--- src/rtl/pfa_pkg.sv ---
// pfa_pkg: shared constants, types and modular helpers for the prime field alu
// no dependencies
`timescale 1ns / 1ps

package pfa_pkg;

    // element width and step counter width
    localparam int DATA_WIDTH = 31;
    localparam int CNT_W      = $clog2(DATA_WIDTH);
    localparam logic [DATA_WIDTH-1:0] MOD_RESET = DATA_WIDTH'(2147483647);

    // operation codes
    typedef enum logic [2:0] {
        OP_ADD = 3'd0,
        OP_SUB = 3'd1,
        OP_MUL = 3'd2,
        OP_DIV = 3'd3,
        OP_NEG = 3'd4,
        OP_INV = 3'd5,
        OP_EQ  = 3'd6,
        OP_NOP = 3'd7
    } t_opcode;

    // status codes
    localparam logic [1:0] ST_OK     = 2'd0;
    localparam logic [1:0] ST_ZERO   = 2'd1;
    localparam logic [1:0] ST_NO_INV = 2'd2;

    // request to the divider
    typedef struct packed {
        logic                  start;
        logic [DATA_WIDTH-1:0] dividend;
        logic [DATA_WIDTH-1:0] divisor;
    } t_div_req;

    // request to the modular multiplier
    typedef struct packed {
        logic                  start;
        logic [DATA_WIDTH-1:0] mult_a;
        logic [DATA_WIDTH-1:0] mult_b;
    } t_mul_req;

    // (x + y) mod m with x, y < m
    function automatic logic [DATA_WIDTH-1:0] add_mod(
        input logic [DATA_WIDTH-1:0] x,
        input logic [DATA_WIDTH-1:0] y,
        input logic [DATA_WIDTH-1:0] m
    );
        logic [DATA_WIDTH:0] s;
        s = {1'b0, x} + {1'b0, y};
        if (s >= {1'b0, m}) begin
            s = s - {1'b0, m};
        end
        return s[DATA_WIDTH-1:0];
    endfunction

    // (x - y) mod m with x, y < m
    function automatic logic [DATA_WIDTH-1:0] sub_mod(
        input logic [DATA_WIDTH-1:0] x,
        input logic [DATA_WIDTH-1:0] y,
        input logic [DATA_WIDTH-1:0] m
    );
        logic [DATA_WIDTH:0] d;
        d = {1'b0, x} - {1'b0, y};
        if (x < y) begin
            d = d + {1'b0, m};
        end
        return d[DATA_WIDTH-1:0];
    endfunction

endpackage

--- src/rtl/pfa_div.sv ---
// pfa_div: restoring divider, one quotient bit per cycle
// depends on pfa_pkg
`timescale 1ns / 1ps

module pfa_div (
    input  logic                            i_clk,
    input  logic                            i_rst_n,
    input  pfa_pkg::t_div_req               i_req,
    output logic                            o_done,
    output logic [pfa_pkg::DATA_WIDTH-1:0]  o_quot,
    output logic [pfa_pkg::DATA_WIDTH-1:0]  o_rem
);

    logic                            r_busy;
    logic                            r_done;
    logic [pfa_pkg::CNT_W-1:0]       r_cnt;
    logic [pfa_pkg::DATA_WIDTH-1:0]  r_quot;
    logic [pfa_pkg::DATA_WIDTH-1:0]  r_rem;
    logic [pfa_pkg::DATA_WIDTH-1:0]  r_den;
    logic [pfa_pkg::DATA_WIDTH:0]    w_trial;
    logic                            w_fit;

    // trial subtract of the next partial remainder
    assign w_trial = {r_rem, r_quot[pfa_pkg::DATA_WIDTH-1]};
    assign w_fit   = (w_trial >= {1'b0, r_den});

    // control
    always_ff @(posedge i_clk) begin
        if (!i_rst_n) begin
            r_busy <= 1'b0;
            r_done <= 1'b0;
            r_cnt  <= '0;
        end else begin
            r_done <= 1'b0;
            if (i_req.start) begin
                r_busy <= 1'b1;
                r_cnt  <= pfa_pkg::CNT_W'(pfa_pkg::DATA_WIDTH - 1);
            end else if (r_busy) begin
                r_cnt <= r_cnt - 1'b1;
                if (r_cnt == '0) begin
                    r_busy <= 1'b0;
                    r_done <= 1'b1;
                end
            end
        end
    end

    // datapath
    always_ff @(posedge i_clk) begin
        if (i_req.start) begin
            r_quot <= i_req.dividend;
            r_rem  <= '0;
            r_den  <= i_req.divisor;
        end else if (r_busy) begin
            r_quot <= {r_quot[pfa_pkg::DATA_WIDTH-2:0], w_fit};
            if (w_fit) begin
                r_rem <= pfa_pkg::DATA_WIDTH'(w_trial - {1'b0, r_den});
            end else begin
                r_rem <= w_trial[pfa_pkg::DATA_WIDTH-1:0];
            end
        end
    end

    assign o_done = r_done;
    assign o_quot = r_quot;
    assign o_rem  = r_rem;

endmodule

--- src/rtl/pfa_mul.sv ---
// pfa_mul: modular multiplier by double-and-add, a doubling phase and an add phase per operand bit
// depends on pfa_pkg
`timescale 1ns / 1ps

module pfa_mul (
    input  logic                            i_clk,
    input  logic                            i_rst_n,
    input  pfa_pkg::t_mul_req               i_req,
    input  logic [pfa_pkg::DATA_WIDTH-1:0]  i_mod,
    output logic                            o_done,
    output logic [pfa_pkg::DATA_WIDTH-1:0]  o_prod
);

    logic                            r_busy;
    logic                            r_done;
    logic                            r_phase;
    logic [pfa_pkg::CNT_W-1:0]       r_cnt;
    logic [pfa_pkg::DATA_WIDTH-1:0]  r_acc;
    logic [pfa_pkg::DATA_WIDTH-1:0]  r_a;
    logic [pfa_pkg::DATA_WIDTH-1:0]  r_b;
    logic [pfa_pkg::DATA_WIDTH-1:0]  w_addend;

    // phase 0 doubles, phase 1 adds a when the current bit of b is set
    assign w_addend = r_phase ? r_a : r_acc;

    // control
    always_ff @(posedge i_clk) begin
        if (!i_rst_n) begin
            r_busy  <= 1'b0;
            r_done  <= 1'b0;
            r_phase <= 1'b0;
            r_cnt   <= '0;
        end else begin
            r_done <= 1'b0;
            if (i_req.start) begin
                r_busy  <= 1'b1;
                r_phase <= 1'b0;
                r_cnt   <= pfa_pkg::CNT_W'(pfa_pkg::DATA_WIDTH - 1);
            end else if (r_busy) begin
                r_phase <= ~r_phase;
                if (r_phase) begin
                    r_cnt <= r_cnt - 1'b1;
                    if (r_cnt == '0) begin
                        r_busy <= 1'b0;
                        r_done <= 1'b1;
                    end
                end
            end
        end
    end

    // accumulator
    always_ff @(posedge i_clk) begin
        if (i_req.start) begin
            r_acc <= '0;
            r_a   <= i_req.mult_a;
            r_b   <= i_req.mult_b;
        end else if (r_busy) begin
            if (!r_phase || r_b[pfa_pkg::DATA_WIDTH-1]) begin
                r_acc <= pfa_pkg::add_mod(r_acc, w_addend, i_mod);
            end
            if (r_phase) begin
                r_b <= {r_b[pfa_pkg::DATA_WIDTH-2:0], 1'b0};
            end
        end
    end

    assign o_done = r_done;
    assign o_prod = r_acc;

endmodule

--- src/rtl/prime_field_alu.sv ---
// prime_field_alu: top level, sequencer around a divider and a modular multiplier
// depends on pfa_pkg, pfa_div, pfa_mul
`timescale 1ns / 1ps

// channel   dir  fields (low bit first)
// s_axis    in   opcode[2:0], operand_a[33:3], operand_b[64:34]
// m_axis    out  result_value[30:0], equal_flag[31], status[33:32]
// apb       in   modulus at byte address 0
//
// unless the modulus is below 2, operands are reduced first (two divider runs);
// add, subtract, negate and equal then finish in the dispatch state, multiply after one multiplier run.
// divide and invert run extended euclid: each round takes one divider run and
// one multiplier run, up to about 45 rounds for 31 bits.
// reset is synchronous and active low; the modulus resets to 2^31 - 1.
// a finished result waits in the output register while m_axis_tready is low.

module prime_field_alu (
    input  logic        i_clk,
    input  logic        i_rst_n,
    // opcode, operand_a, operand_b
    input  logic        s_axis_tvalid,
    output logic        s_axis_tready,
    input  logic [71:0] s_axis_tdata,
    // result_value, equal_flag, status
    output logic        m_axis_tvalid,
    input  logic        m_axis_tready,
    output logic [39:0] m_axis_tdata,
    input  logic        psel,
    input  logic        penable,
    input  logic        pwrite,
    input  logic [2:0]  paddr,
    input  logic [31:0] pwdata,
    output logic [31:0] prdata,
    output logic        pready
);

    localparam int W = pfa_pkg::DATA_WIDTH;

    typedef enum logic [8:0] {
        S_IDLE  = 9'b000000001,
        S_RED_A = 9'b000000010,
        S_RED_B = 9'b000000100,
        S_DISP  = 9'b000001000,
        S_TEST  = 9'b000010000,
        S_EDIV  = 9'b000100000,
        S_EMUL  = 9'b001000000,
        S_FMUL  = 9'b010000000,
        S_FIN   = 9'b100000000
    } t_state;

    t_state            r_state, n_state;
    logic [W-1:0]      r_mod;
    pfa_pkg::t_opcode  r_op, n_op;
    logic [W-1:0]      r_a, n_a, r_b, n_b;
    logic [W-1:0]      r_rp, n_rp, r_rc, n_rc, r_cp, n_cp, r_cc, n_cc, r_rs, n_rs;
    logic [W-1:0]      r_res, n_res;
    logic              r_eq, n_eq;
    logic [1:0]        r_st, n_st;
    logic              r_ovalid;
    logic [39:0]       r_odata;
    logic              w_in_xfer;
    logic              w_out_load;
    pfa_pkg::t_div_req w_div_req;
    pfa_pkg::t_mul_req w_mul_req;
    logic              w_div_done, w_mul_done;
    logic [W-1:0]      w_quot, w_rem, w_prod;

    // configuration port
    assign pready = 1'b1;
    assign prdata = (paddr[2] == 1'b0) ? {1'b0, r_mod} : 32'd0;

    always_ff @(posedge i_clk) begin
        if (!i_rst_n) begin
            r_mod <= pfa_pkg::MOD_RESET;
        end else if (psel && penable && pwrite && (paddr[2] == 1'b0)) begin
            r_mod <= pwdata[W-1:0];
        end
    end

    assign s_axis_tready = (r_state == S_IDLE);
    assign w_in_xfer     = s_axis_tvalid && s_axis_tready;
    assign w_out_load    = (r_state == S_FIN) && (!r_ovalid || m_axis_tready);

    // shared units
    pfa_div u_div (
        .i_clk   (i_clk),
        .i_rst_n (i_rst_n),
        .i_req   (w_div_req),
        .o_done  (w_div_done),
        .o_quot  (w_quot),
        .o_rem   (w_rem)
    );

    pfa_mul u_mul (
        .i_clk   (i_clk),
        .i_rst_n (i_rst_n),
        .i_req   (w_mul_req),
        .i_mod   (r_mod),
        .o_done  (w_mul_done),
        .o_prod  (w_prod)
    );

    // sequencer
    always_comb begin
        n_state = r_state;
        n_op = r_op; n_a = r_a; n_b = r_b;
        n_rp = r_rp; n_rc = r_rc; n_cp = r_cp; n_cc = r_cc; n_rs = r_rs;
        n_res = r_res; n_eq = r_eq; n_st = r_st;
        w_div_req = '0;
        w_mul_req = '0;
        unique case (r_state)
            S_IDLE: begin
                if (w_in_xfer) begin
                    n_op  = pfa_pkg::t_opcode'(s_axis_tdata[2:0]);
                    n_a   = s_axis_tdata[33:3];
                    n_b   = s_axis_tdata[64:34];
                    n_res = '0;
                    n_eq  = 1'b0;
                    n_st  = pfa_pkg::ST_OK;
                    if (r_mod < W'(2)) begin
                        n_state = S_FIN;
                    end else begin
                        w_div_req.start    = 1'b1;
                        w_div_req.dividend = s_axis_tdata[33:3];
                        w_div_req.divisor  = r_mod;
                        n_state = S_RED_A;
                    end
                end
            end
            S_RED_A: begin
                if (w_div_done) begin
                    n_a = w_rem;
                    w_div_req.start    = 1'b1;
                    w_div_req.dividend = r_b;
                    w_div_req.divisor  = r_mod;
                    n_state = S_RED_B;
                end
            end
            S_RED_B: begin
                if (w_div_done) begin
                    n_b = w_rem;
                    n_state = S_DISP;
                end
            end
            S_DISP: begin
                n_state = S_FIN;
                n_rp = r_mod;
                n_cp = '0;
                n_cc = W'(1);
                unique case (r_op)
                    pfa_pkg::OP_ADD: n_res = pfa_pkg::add_mod(r_a, r_b, r_mod);
                    pfa_pkg::OP_SUB: n_res = pfa_pkg::sub_mod(r_a, r_b, r_mod);
                    pfa_pkg::OP_NEG: n_res = (r_a == '0) ? '0 : r_mod - r_a;
                    pfa_pkg::OP_EQ:  n_eq  = (r_a == r_b);
                    pfa_pkg::OP_MUL: begin
                        w_mul_req.start  = 1'b1;
                        w_mul_req.mult_a = r_a;
                        w_mul_req.mult_b = r_b;
                        n_state = S_FMUL;
                    end
                    pfa_pkg::OP_DIV: begin
                        if (r_b == '0) begin
                            n_st = pfa_pkg::ST_ZERO;
                        end else begin
                            n_rc = r_b;
                            n_state = S_TEST;
                        end
                    end
                    pfa_pkg::OP_INV: begin
                        if (r_a == '0) begin
                            n_st = pfa_pkg::ST_ZERO;
                        end else begin
                            n_rc = r_a;
                            n_state = S_TEST;
                        end
                    end
                    pfa_pkg::OP_NOP: n_res = '0;
                    default: n_res = '0;
                endcase
            end
            // euclid loop test: stop once the remainder is one
            S_TEST: begin
                if (r_rc > W'(1)) begin
                    w_div_req.start    = 1'b1;
                    w_div_req.dividend = r_rp;
                    w_div_req.divisor  = r_rc;
                    n_state = S_EDIV;
                end else if (r_op == pfa_pkg::OP_DIV) begin
                    w_mul_req.start  = 1'b1;
                    w_mul_req.mult_a = r_a;
                    w_mul_req.mult_b = r_cc;
                    n_state = S_FMUL;
                end else begin
                    n_res = r_cc;
                    n_state = S_FIN;
                end
            end
            S_EDIV: begin
                if (w_div_done) begin
                    if (w_rem == '0) begin
                        // common factor with the modulus: no inverse
                        n_st = pfa_pkg::ST_NO_INV;
                        if (r_op == pfa_pkg::OP_DIV) begin
                            w_mul_req.start  = 1'b1;
                            w_mul_req.mult_a = r_a;
                            w_mul_req.mult_b = r_b;
                            n_state = S_FMUL;
                        end else begin
                            n_res = r_a;
                            n_state = S_FIN;
                        end
                    end else begin
                        n_rs = w_rem;
                        w_mul_req.start  = 1'b1;
                        w_mul_req.mult_a = w_quot;
                        w_mul_req.mult_b = r_cc;
                        n_state = S_EMUL;
                    end
                end
            end
            S_EMUL: begin
                if (w_mul_done) begin
                    n_cc = pfa_pkg::sub_mod(r_cp, w_prod, r_mod);
                    n_cp = r_cc;
                    n_rp = r_rc;
                    n_rc = r_rs;
                    n_state = S_TEST;
                end
            end
            S_FMUL: begin
                if (w_mul_done) begin
                    n_res = w_prod;
                    n_state = S_FIN;
                end
            end
            S_FIN: begin
                if (w_out_load) begin
                    n_state = S_IDLE;
                end
            end
            default: n_state = S_IDLE;
        endcase
    end

    // state and working registers
    always_ff @(posedge i_clk) begin
        if (!i_rst_n) begin
            r_state <= S_IDLE;
        end else begin
            r_state <= n_state;
        end
    end

    always_ff @(posedge i_clk) begin
        r_op <= n_op; r_a <= n_a; r_b <= n_b;
        r_rp <= n_rp; r_rc <= n_rc; r_cp <= n_cp; r_cc <= n_cc; r_rs <= n_rs;
        r_res <= n_res; r_eq <= n_eq; r_st <= n_st;
    end

    // output register
    always_ff @(posedge i_clk) begin
        if (!i_rst_n) begin
            r_ovalid <= 1'b0;
        end else if (w_out_load) begin
            r_ovalid <= 1'b1;
        end else if (m_axis_tready) begin
            r_ovalid <= 1'b0;
        end
    end

    always_ff @(posedge i_clk) begin
        if (w_out_load) begin
            r_odata <= {6'd0, r_st, r_eq, r_res};
        end
    end

    assign m_axis_tvalid = r_ovalid;
    assign m_axis_tdata  = r_odata;

    // checks
    a_onehot: assert property (@(posedge i_clk) disable iff (!i_rst_n)
        $onehot(r_state)) else $error("state not one-hot");
    a_status: assert property (@(posedge i_clk) disable iff (!i_rst_n)
        m_axis_tvalid |-> (m_axis_tdata[33:32] != 2'd3)) else $error("bad status");
    a_eq_zero: assert property (@(posedge i_clk) disable iff (!i_rst_n)
        (m_axis_tvalid && m_axis_tdata[31]) |-> (m_axis_tdata[30:0] == '0))
        else $error("equal flag with nonzero result");
    a_reduced: assert property (@(posedge i_clk) disable iff (!i_rst_n)
        (m_axis_tvalid && (r_mod >= W'(2))) |-> (m_axis_tdata[30:0] < r_mod))
        else $error("result not reduced");
    a_unit_excl: assert property (@(posedge i_clk) disable iff (!i_rst_n)
        !(w_div_req.start && w_mul_req.start)) else $error("both units started");

endmodule
--- config.mk ---
export PLATFORM = sky130hd
export DESIGN_NAME = prime_field_alu
export DESIGN_NICKNAME = d
export VERILOG_FILES = /design/src/rtl/pfa_pkg.sv /design/src/rtl/pfa_div.sv /design/src/rtl/pfa_mul.sv /design/src/rtl/prime_field_alu.sv
export SDC_FILE = /design/constraint.sdc
export NUM_CORES = 2
export LEC_CHECK = 0
export BUFFER_PORTS_ARGS = -buffer_cell sky130_fd_sc_hd__buf_2
export CAP_MARGIN = 25
export CORE_MARGIN = 5
export CORE_UTILIZATION = 35
export CTS_CLUSTER_SIZE = 28
export DETAILED_ROUTE_END_ITERATION = 8
export GPL_ROUTABILITY_DRIVEN = 1
export GPL_TIMING_DRIVEN = 0
export HOLD_SLACK_MARGIN = 0.05
export SLEW_MARGIN = 20
export SYNTH_ARGS = -nofsm -noshare
export SYNTH_HDL_FRONTEND = slang
export SYNTH_SLANG_ARGS = --single-unit
--- constraint.sdc ---
create_clock -name i_clk -period 6.16 [get_ports i_clk]
set_input_delay 0.308 -clock i_clk [delete_from_list [all_inputs] [get_ports i_clk]]
set_output_delay 0.308 -clock i_clk [all_outputs]
set_load 0.01 [all_outputs]
Yosys cells after proc, flatten, opt, wreduce, memory -nomap -nowiden
Index checks and enable logic that the tools add are counted.
{"block": "word_totals", "in_bits": 114, "output_inout_bits": 75, "rom_bits": 0, "mem_count": 0, "wordCells": 223, "latchBits": 0, "mem_bits_rw": 0, "reg_bits": 530}
{"block": "op_classes", "bitwise": 6, "n_eq_ne": 35, "mul": 0, "mux": 91, "reduce_logical": 42, "shifts": 0, "n_div": 0, "magnitude_cmp": 7, "n_addsub": 12}
{"op": "$mux W31", "n": 29}
{"op": "$mux W63", "n": 10}
{"op": "$pmux W31 S2", "n": 7}
{"op": "$pmux W63 S3", "n": 2}
{"op": "$sub A31 B31 Y31", "n": 6}
{"op": "$pmux W31 S5", "n": 1}
{"op": "$pmux W31 S4", "n": 1}
{"op": "$mux W9", "n": 13}
{"op": "$ge A32 B31 Y1", "n": 3}
{"op": "$logic_not A31 Y1", "n": 3}
{"op": "$pmux W9 S9", "n": 1}
{"op": "$add A31 B31 Y32", "n": 2}
{"op": "$add A31 B31 Y31", "n": 2}
{"op": "$lt A31 B31 Y1", "n": 2}
{"op": "$eq A31 B31 Y1", "n": 1}
{"op": "$gt A31 B1 Y1 const B", "n": 1}
{"op": "$lt A31 B2 Y1 const B", "n": 1}
{"op": "$pmux W9 S3", "n": 1}
{"op": "$mux W5", "n": 5}
{"op": "$reduce_bool A2 Y1", "n": 8}
{"op": "$ne A3 B3 Y1 const B", "n": 5}
{"op": "$ne A2 B1 Y1 const B", "n": 7}
{"op": "$reduce_and A7 Y1", "n": 2}
{"op": "$mux W1", "n": 13}
{"op": "other kinds (34)", "n": 67}

Longest topological paths before layout
{"block": "depth", "word_depth": 7, "mapped_depth": 25, "depth_no_buf": 24}

Hierarchy
A second synthesis with hierarchy kept.
{"block": "hier_totals", "hier_cells": 4509, "hier_area_um2": 41354.7}
{"mod": "prime_field_alu", "area_per_inst_um2": 27560.2, "n_inst": 1, "cells_per_inst": 3060, "seq_area_each_um2": 9469.1}
{"mod": "pfa_mul", "area_per_inst_um2": 8066.5, "n_inst": 1, "cells_per_inst": 861, "seq_area_each_um2": 2642.5}
{"mod": "pfa_div", "area_per_inst_um2": 5728.0, "n_inst": 1, "cells_per_inst": 588, "seq_area_each_um2": 2622.5}

Worst setup path before layout
No wires, ideal clock.
{"block": "synth_timing", "kind": "register to register", "startpoint": "register u_mul.r_phase", "endpoint": "register u_mul.r_acc, in the netlist u_mul.o_prod[18]", "path_stages_with_launch": 23, "setup_ns": 0.196, "n_path_buf": 2, "synth_period_minus_slack_ns": 5.368, "t_required_ns": 5.964, "slack_ns": 0.792, "t_arrival_ns": 5.172, "cell_sequence": "dfxtp_1 clkbuf_1 mux2_2 ha_1 fa_1 a21oi_1 or3b_1 and3_1 o31ai_1 a41o_1 a221o_1 a31oi_1 xnor2_1 ha_1 nand2_1 or4_1 o41ai_1 a21oi_1 a211oi_1 a211oi_2 buf_2 a211oi_1 a211oi_1"}
{"block": "synth_between", "elab_chain_len": 4, "word_cells_on_any_way": 8, "cone_classes": "add/sub: 2; order compare: 1; mux: 2; reduce/logical: 3"}
{"element": "start: declaration", "line": "pfa_mul.sv:16", "rtl": "logic r_phase;"}
{"element": "start signal: assignment", "line": "pfa_mul.sv:40", "rtl": "r_phase <= ~r_phase;"}
{"element": "$mux W31", "line": "pfa_mul.sv:24", "rtl": "assign w_addend = r_phase ? r_a : r_acc;"}
{"element": "$add A31 B31 Y32", "line": "pfa_pkg.sv:50", "rtl": "s = {1'b0, x} + {1'b0, y};"}
{"element": "$sub A31 B31 Y31 / $ge A32 B31 Y1 (equally long branches)", "line": "pfa_pkg.sv:52, pfa_pkg.sv:51"}
{"element": "$mux W31", "line": "pfa_pkg.sv:51", "rtl": "if (s >= {1'b0, m}) begin"}
{"element": "end signal: assignment", "line": "pfa_mul.sv:60", "rtl": "r_acc <= pfa_pkg::add_mod(r_acc, w_addend, i_mod);"}
{"element": "end: declaration", "line": "pfa_mul.sv:18", "rtl": "logic [pfa_pkg::DATA_WIDTH-1:0] r_acc;"}
Several ways; a longest one is shown, not always the timed one.
A chain may end at the register's enable or synchronous reset.

Final worst setup path
{"block": "layout_timing", "startpoint": "register r_b[3]", "endpoint": "register r_res[21], data pin"}
{"block": "layout_between", "elab_chain_len": 5, "word_cells_on_any_way": 10, "cone_classes": "add/sub: 4; order compare: 2; mux: 4"}
{"element": "start: declaration", "line": "prime_field_alu.sv:54", "rtl": "logic [W-1:0] r_a, n_a, r_b, n_b;"}
{"element": "start signal: assignment", "line": "prime_field_alu.sv:255", "rtl": "r_op <= n_op; r_a <= n_a; r_b <= n_b;"}
{"element": "$sub A31 B31 Y31 / $add A31 B31 Y32 (equally long branches)", "line": "pfa_pkg.sv:64, pfa_pkg.sv:50"}
{"element": "$add A31 B31 Y31, or another cell as far along", "line": "pfa_pkg.sv:66", "rtl": "d = d + {1'b0, m};"}
{"element": "$mux W31 (on tied branches)", "line": "pfa_pkg.sv:65, pfa_pkg.sv:51"}
{"element": "$pmux W31 S4 *", "line": "prime_field_alu.sv:150", "rtl": "unique case (r_op)"}
{"element": "$pmux W31 S5 *", "line": "prime_field_alu.sv:111", "rtl": "unique case (r_state)"}
{"element": "via n_res[21]", "line": "prime_field_alu.sv:56", "rtl": "logic [W-1:0] r_res, n_res;"}
{"element": "end signal: assignment", "line": "prime_field_alu.sv:257", "rtl": "r_res <= n_res; r_eq <= n_eq; r_st <= n_st;"}
{"element": "end: declaration", "line": "prime_field_alu.sv:56"}
Mark *: on every way through the listed nets, which the timed path passes. The rest lies on a longest branch.

==> qor.yml <==
run_status:
  outcome: "finished, violations left"
  violations_in_the_final_reports: "setup timing"
clock_network:
  cts.path.max_buffers: 3
  cts_buffer_count: 67
  cts_root_buf: "clkbuf_16"
  clock-sinks: 530
  worst_setup_hold_path_clk_slew_ns: 0.06
  cts_htree_levels: 3
  worst_skew_late_latency_ns: 0.68
  cts_tree: "done"
layout:
  fin_area_mm2: 0.04773
  drive_gt1_frac: 0.1336
  register_area_mm2: 0.01474
  final_core_util: 0.4254
  nNetsFinal: 5364
  syn2layout_area_growth_pct: 21.08
  layoutNonFillerInstCount: 6486
  multiInputGateArea_mm2: 0.02374
  fillers: 11123
global_route:
  first_pass_grt_wire_length_mm: 267.0
  grt_pass1_vias: 37443
  track_usage: 0.3083
  grt_antenna_before_repair: 12
  globalRouteOverflowTotal: 0
  grt_max_degree: 41
detailed_routing:
  drt-vias-per-instance: 6.063
  drt_wl_total_mm: 194.3
  routed-via-count: 39326
  detailedRoute.firstIterationViolations: 4665
  drcViolationCount: 0
  detail-route-antenna-nets: 0
  drt-pass1-iter-count: 7
  wl_per_cell_um: 29.96
worst_setup_path:
  worst_path_cell_trace: "buf_4, ha_1, or2_2, o221ai_4, a211o_4, nand3_4, a21oi_4, o21a_4, mux2i_2, o2111ai_2, ha_4, nand4_1, or4_4, o21bai_4, o221a_4, a31oi_4, a211o_1, buf_12, mux2i_1, nor2_1, a2111oi_4, o21ai_4"
  timing.critical_path.buf_inv: 2
  worst_setup_path_end_kind: "register"
  critical_path.slowest_cell: "or4_4"
  worst-setup-path-type: "reg2reg"
  crit_path_max_fanout: 7
  critPathArrivalTime_ns: 6.59
  setup.worst_path.start_class: "register"
  crit_required_ns: 6.49
  critical-path-top-delay-family: "compound AO/OA/AOI/OAI gates"
  largest_stage_delay_on_the_critical_path_ns: 0.57
timing:
  worstMarginPinSlew_ns: 1.173
  period_needed_ns: 6.261
  fin_worst_skew_ns: 0.05445
  grt_setup_unrepaired: "true"
  fin_crit_sh: 1.016
  max_freq_ghz: 0.1597
  timing_max_transition_violations_final: 0
  timing.slew.headroom: 0.2178
  final_hold_viol_count: 0
  setup_ws_ns: -0.1007
  setup_viol_count_final: 4
floorplanning:
  dieWidth_um: 345.6
  floorplan.initialDensity: 0.3513
  die_y_um: 345.6
  top_level_ports: 189
  placementRows: 123
  die_area_mm2: 0.1194
  core_region_area_mm2: 0.1122
placed_design:
  dpl_cell_area_mm2: 0.04260
  dp_slack_ns: -2.248
  place.port_buffers: 169
  detailedPlacementHpwl_mm: 151.6
  post-place-cells: 6144
  finalWeightedCongestion: 1.059
logic_synthesis:
  synth_edf_count: 412
  post_syn_instances: 4442
  syn_area_mm2: 0.03942
  synth_sequential_area_ratio: 0.3738
  synthFlopType: "edfxtp_1"
  synth-seq-cells: 530
  synth.lib_cells_used.distinct: 95
  avgSynthCellArea_um2: 8.874
  ys_async_sr_fraction: 0
  ys.warnings.count: 0
power:
  total_power_mw: 22.63
  worst_ir_drop_vdd_mv: 0.2550
  power_per_cell_area_mw_per_mm2: 474.2
  power_leakage_nw: 19.29
hold_path:
  min_path_type: "in2reg"
job:
  maxCapViolations: 0
registers in the layout, indices dropped and copies added (netlist names), 9 cells and up:
| register | flops |
|---|---|
| r_cc | 31 |
| r_rp | 31 |
| u_div.r_den | 31 |
| u_mul.r_b | 31 |
| r_a | 31 |
| r_rs | 31 |
| u_mul.r_a | 31 |
| r_res | 31 |
| r_rc | 31 |
| r_mod | 31 |
| m_axis_tdata | 34 |
| u_div.o_rem | 31 |
| u_div.o_quot | 31 |
| r_cp | 31 |
| u_mul.o_prod | 31 |
| r_b | 31 |
| r_state | 9 |
worst reg2reg max path: stages (launching register included):
cell	delay [ns]
edfxtp_1	0.54
buf_4	0.22
ha_1	0.24
or2_2	0.32
o221ai_4	0.20
a211o_4	0.23
nand3_4	0.10
a21oi_4	0.26
o21a_4	0.21
mux2i_2	0.23
o2111ai_2	0.20
ha_4	0.33
nand4_1	0.20
or4_4	0.57
o21bai_4	0.26
o221a_4	0.32
a31oi_4	0.14
a211o_1	0.19
buf_12	0.16
mux2i_1	0.21
nor2_1	0.09
a2111oi_4	0.52
o21ai_4	0.19
kinds of logic after synthesis:
kind of cell	synth area share
other	0.0001905
AOI/OAI and AO/OA	0.2354
adders and majority gates	0.1048
and+or+nand+nor	0.1518
xor gates and xnor gates	0.05933
muxes	0.02828
buffers and inverters	0.04647
DFF	0.3738
layer usage:
metal,global-route usage,routed length (µm)
met1,0.3844,74110
met3,0.08616,22240
met2,0.4754,83850
met4,0.1858,14030
met5,0,74
where the power goes:
group          internal (mW)  total, mW  switching [mW]  leakage (nW)
combinational           5.32       13.6            8.26          13.4
sequential              4.24       4.83           0.593          4.83
clock                   2.49       4.22            1.73          1.10
total                   12.0       22.6            10.6          19.3
synthesized netlist by cell type (46+ instances only):
cell type | number | area [µm²]
o21ai_1 | 52 | 260.3
edfxtp_1 | 412 | 12370
nor3_1 | 66 | 330.3
a21oi_1 | 424 | 2122
a21o_1 | 105 | 788.3
o21ai_0 | 263 | 1316
and2_1 | 46 | 287.8
nand3_1 | 68 | 340.3
o21a_1 | 52 | 390.4
inv_1 | 257 | 964.7
mux2i_1 | 72 | 720.7
dfxtp_1 | 118 | 2362
xnor2_1 | 174 | 1524
xor2_1 | 93 | 814.5
nor2_1 | 338 | 1269
nor4_1 | 48 | 300.3
clkbuf_1 | 168 | 630.6
a211oi_1 | 65 | 488.0
nand2_1 | 525 | 1971
a22o_1 | 78 | 683.2
ha_1 | 314 | 3929
per-stage QoR:
step	TNS (ns)	hold WS, ns
global route	-0.1714	0.08578
CTS	-0.08611	0.06912
finish	-0.2331	0.08165
detailed placement	-91.97	0.4045
global placement	-248.14	0.4015
floorplan	0	0.4003
final timing paths:
| path | start | endpoint | slack [ns] | cells after the start |
|---|---|---|---|---|
| setup / recovery | r_b[3] | r_res[21] | -0.10 | 22 |
| hold / removal | s_axis_tdata[12] | r_a[9] | 0.08 | 2 |
| setup reg to reg | r_b[3] | r_res[21] | -0.10 | 22 |
| hold reg to reg | r_res[24] | m_axis_tdata[24] | 0.42 | 0 |
cell usage in the layout, fill, tap and decap left out, types with 37 or more instances in the layout:
cell type and n:
xor2_1 93, a21o_1 105, ha_1 300, nor4_1 46, nand3_1 65, xnor2_1 170
and2_1 45, a222oi_1 44, dlygate4sd3_1 94, edfxtp_1 412, clkbuf_1 158, nor3_1 58
nand2_1 521, nand4_1 37, o21ai_1 48, buf_2 185, a22o_1 78, o21bai_1 41
a211oi_1 51, a21oi_1 409, o21ai_0 260, o21a_1 51, o211ai_1 45, nor2_1 335
buf_4 140, mux2i_1 67, clkbuf_16 68, nand2b_1 43, a22oi_1 37, dfxtp_1 116
inv_1 254
final cells by class:
| cell class | instances | share of cell area |
|---|---|---|
| Inverter | 262 | 0.02061 |
| Timing Repair Buffer | 420 | 0.06617 |
| Sequential cell | 530 | 0.3088 |
| Buffer | 198 | 0.01906 |
| Clock buffer | 78 | 0.03686 |
| Clock inverter | 44 | 0.01143 |
| Multi-Input combinational cell | 3447 | 0.4974 |
| Antenna cell | 7 | 0.0003670 |
| Tap cell | 1500 | 0.03932 |
repair_timing:
item	in CTS	in global routing
gates resized for setup	109	85
buffers inserted	68	59
hold buffers	94	0
hold endpoints to repair	100	0
setup endpoints to repair	62	60
pin swaps	29	40
(Power assumes the default switching activity.)
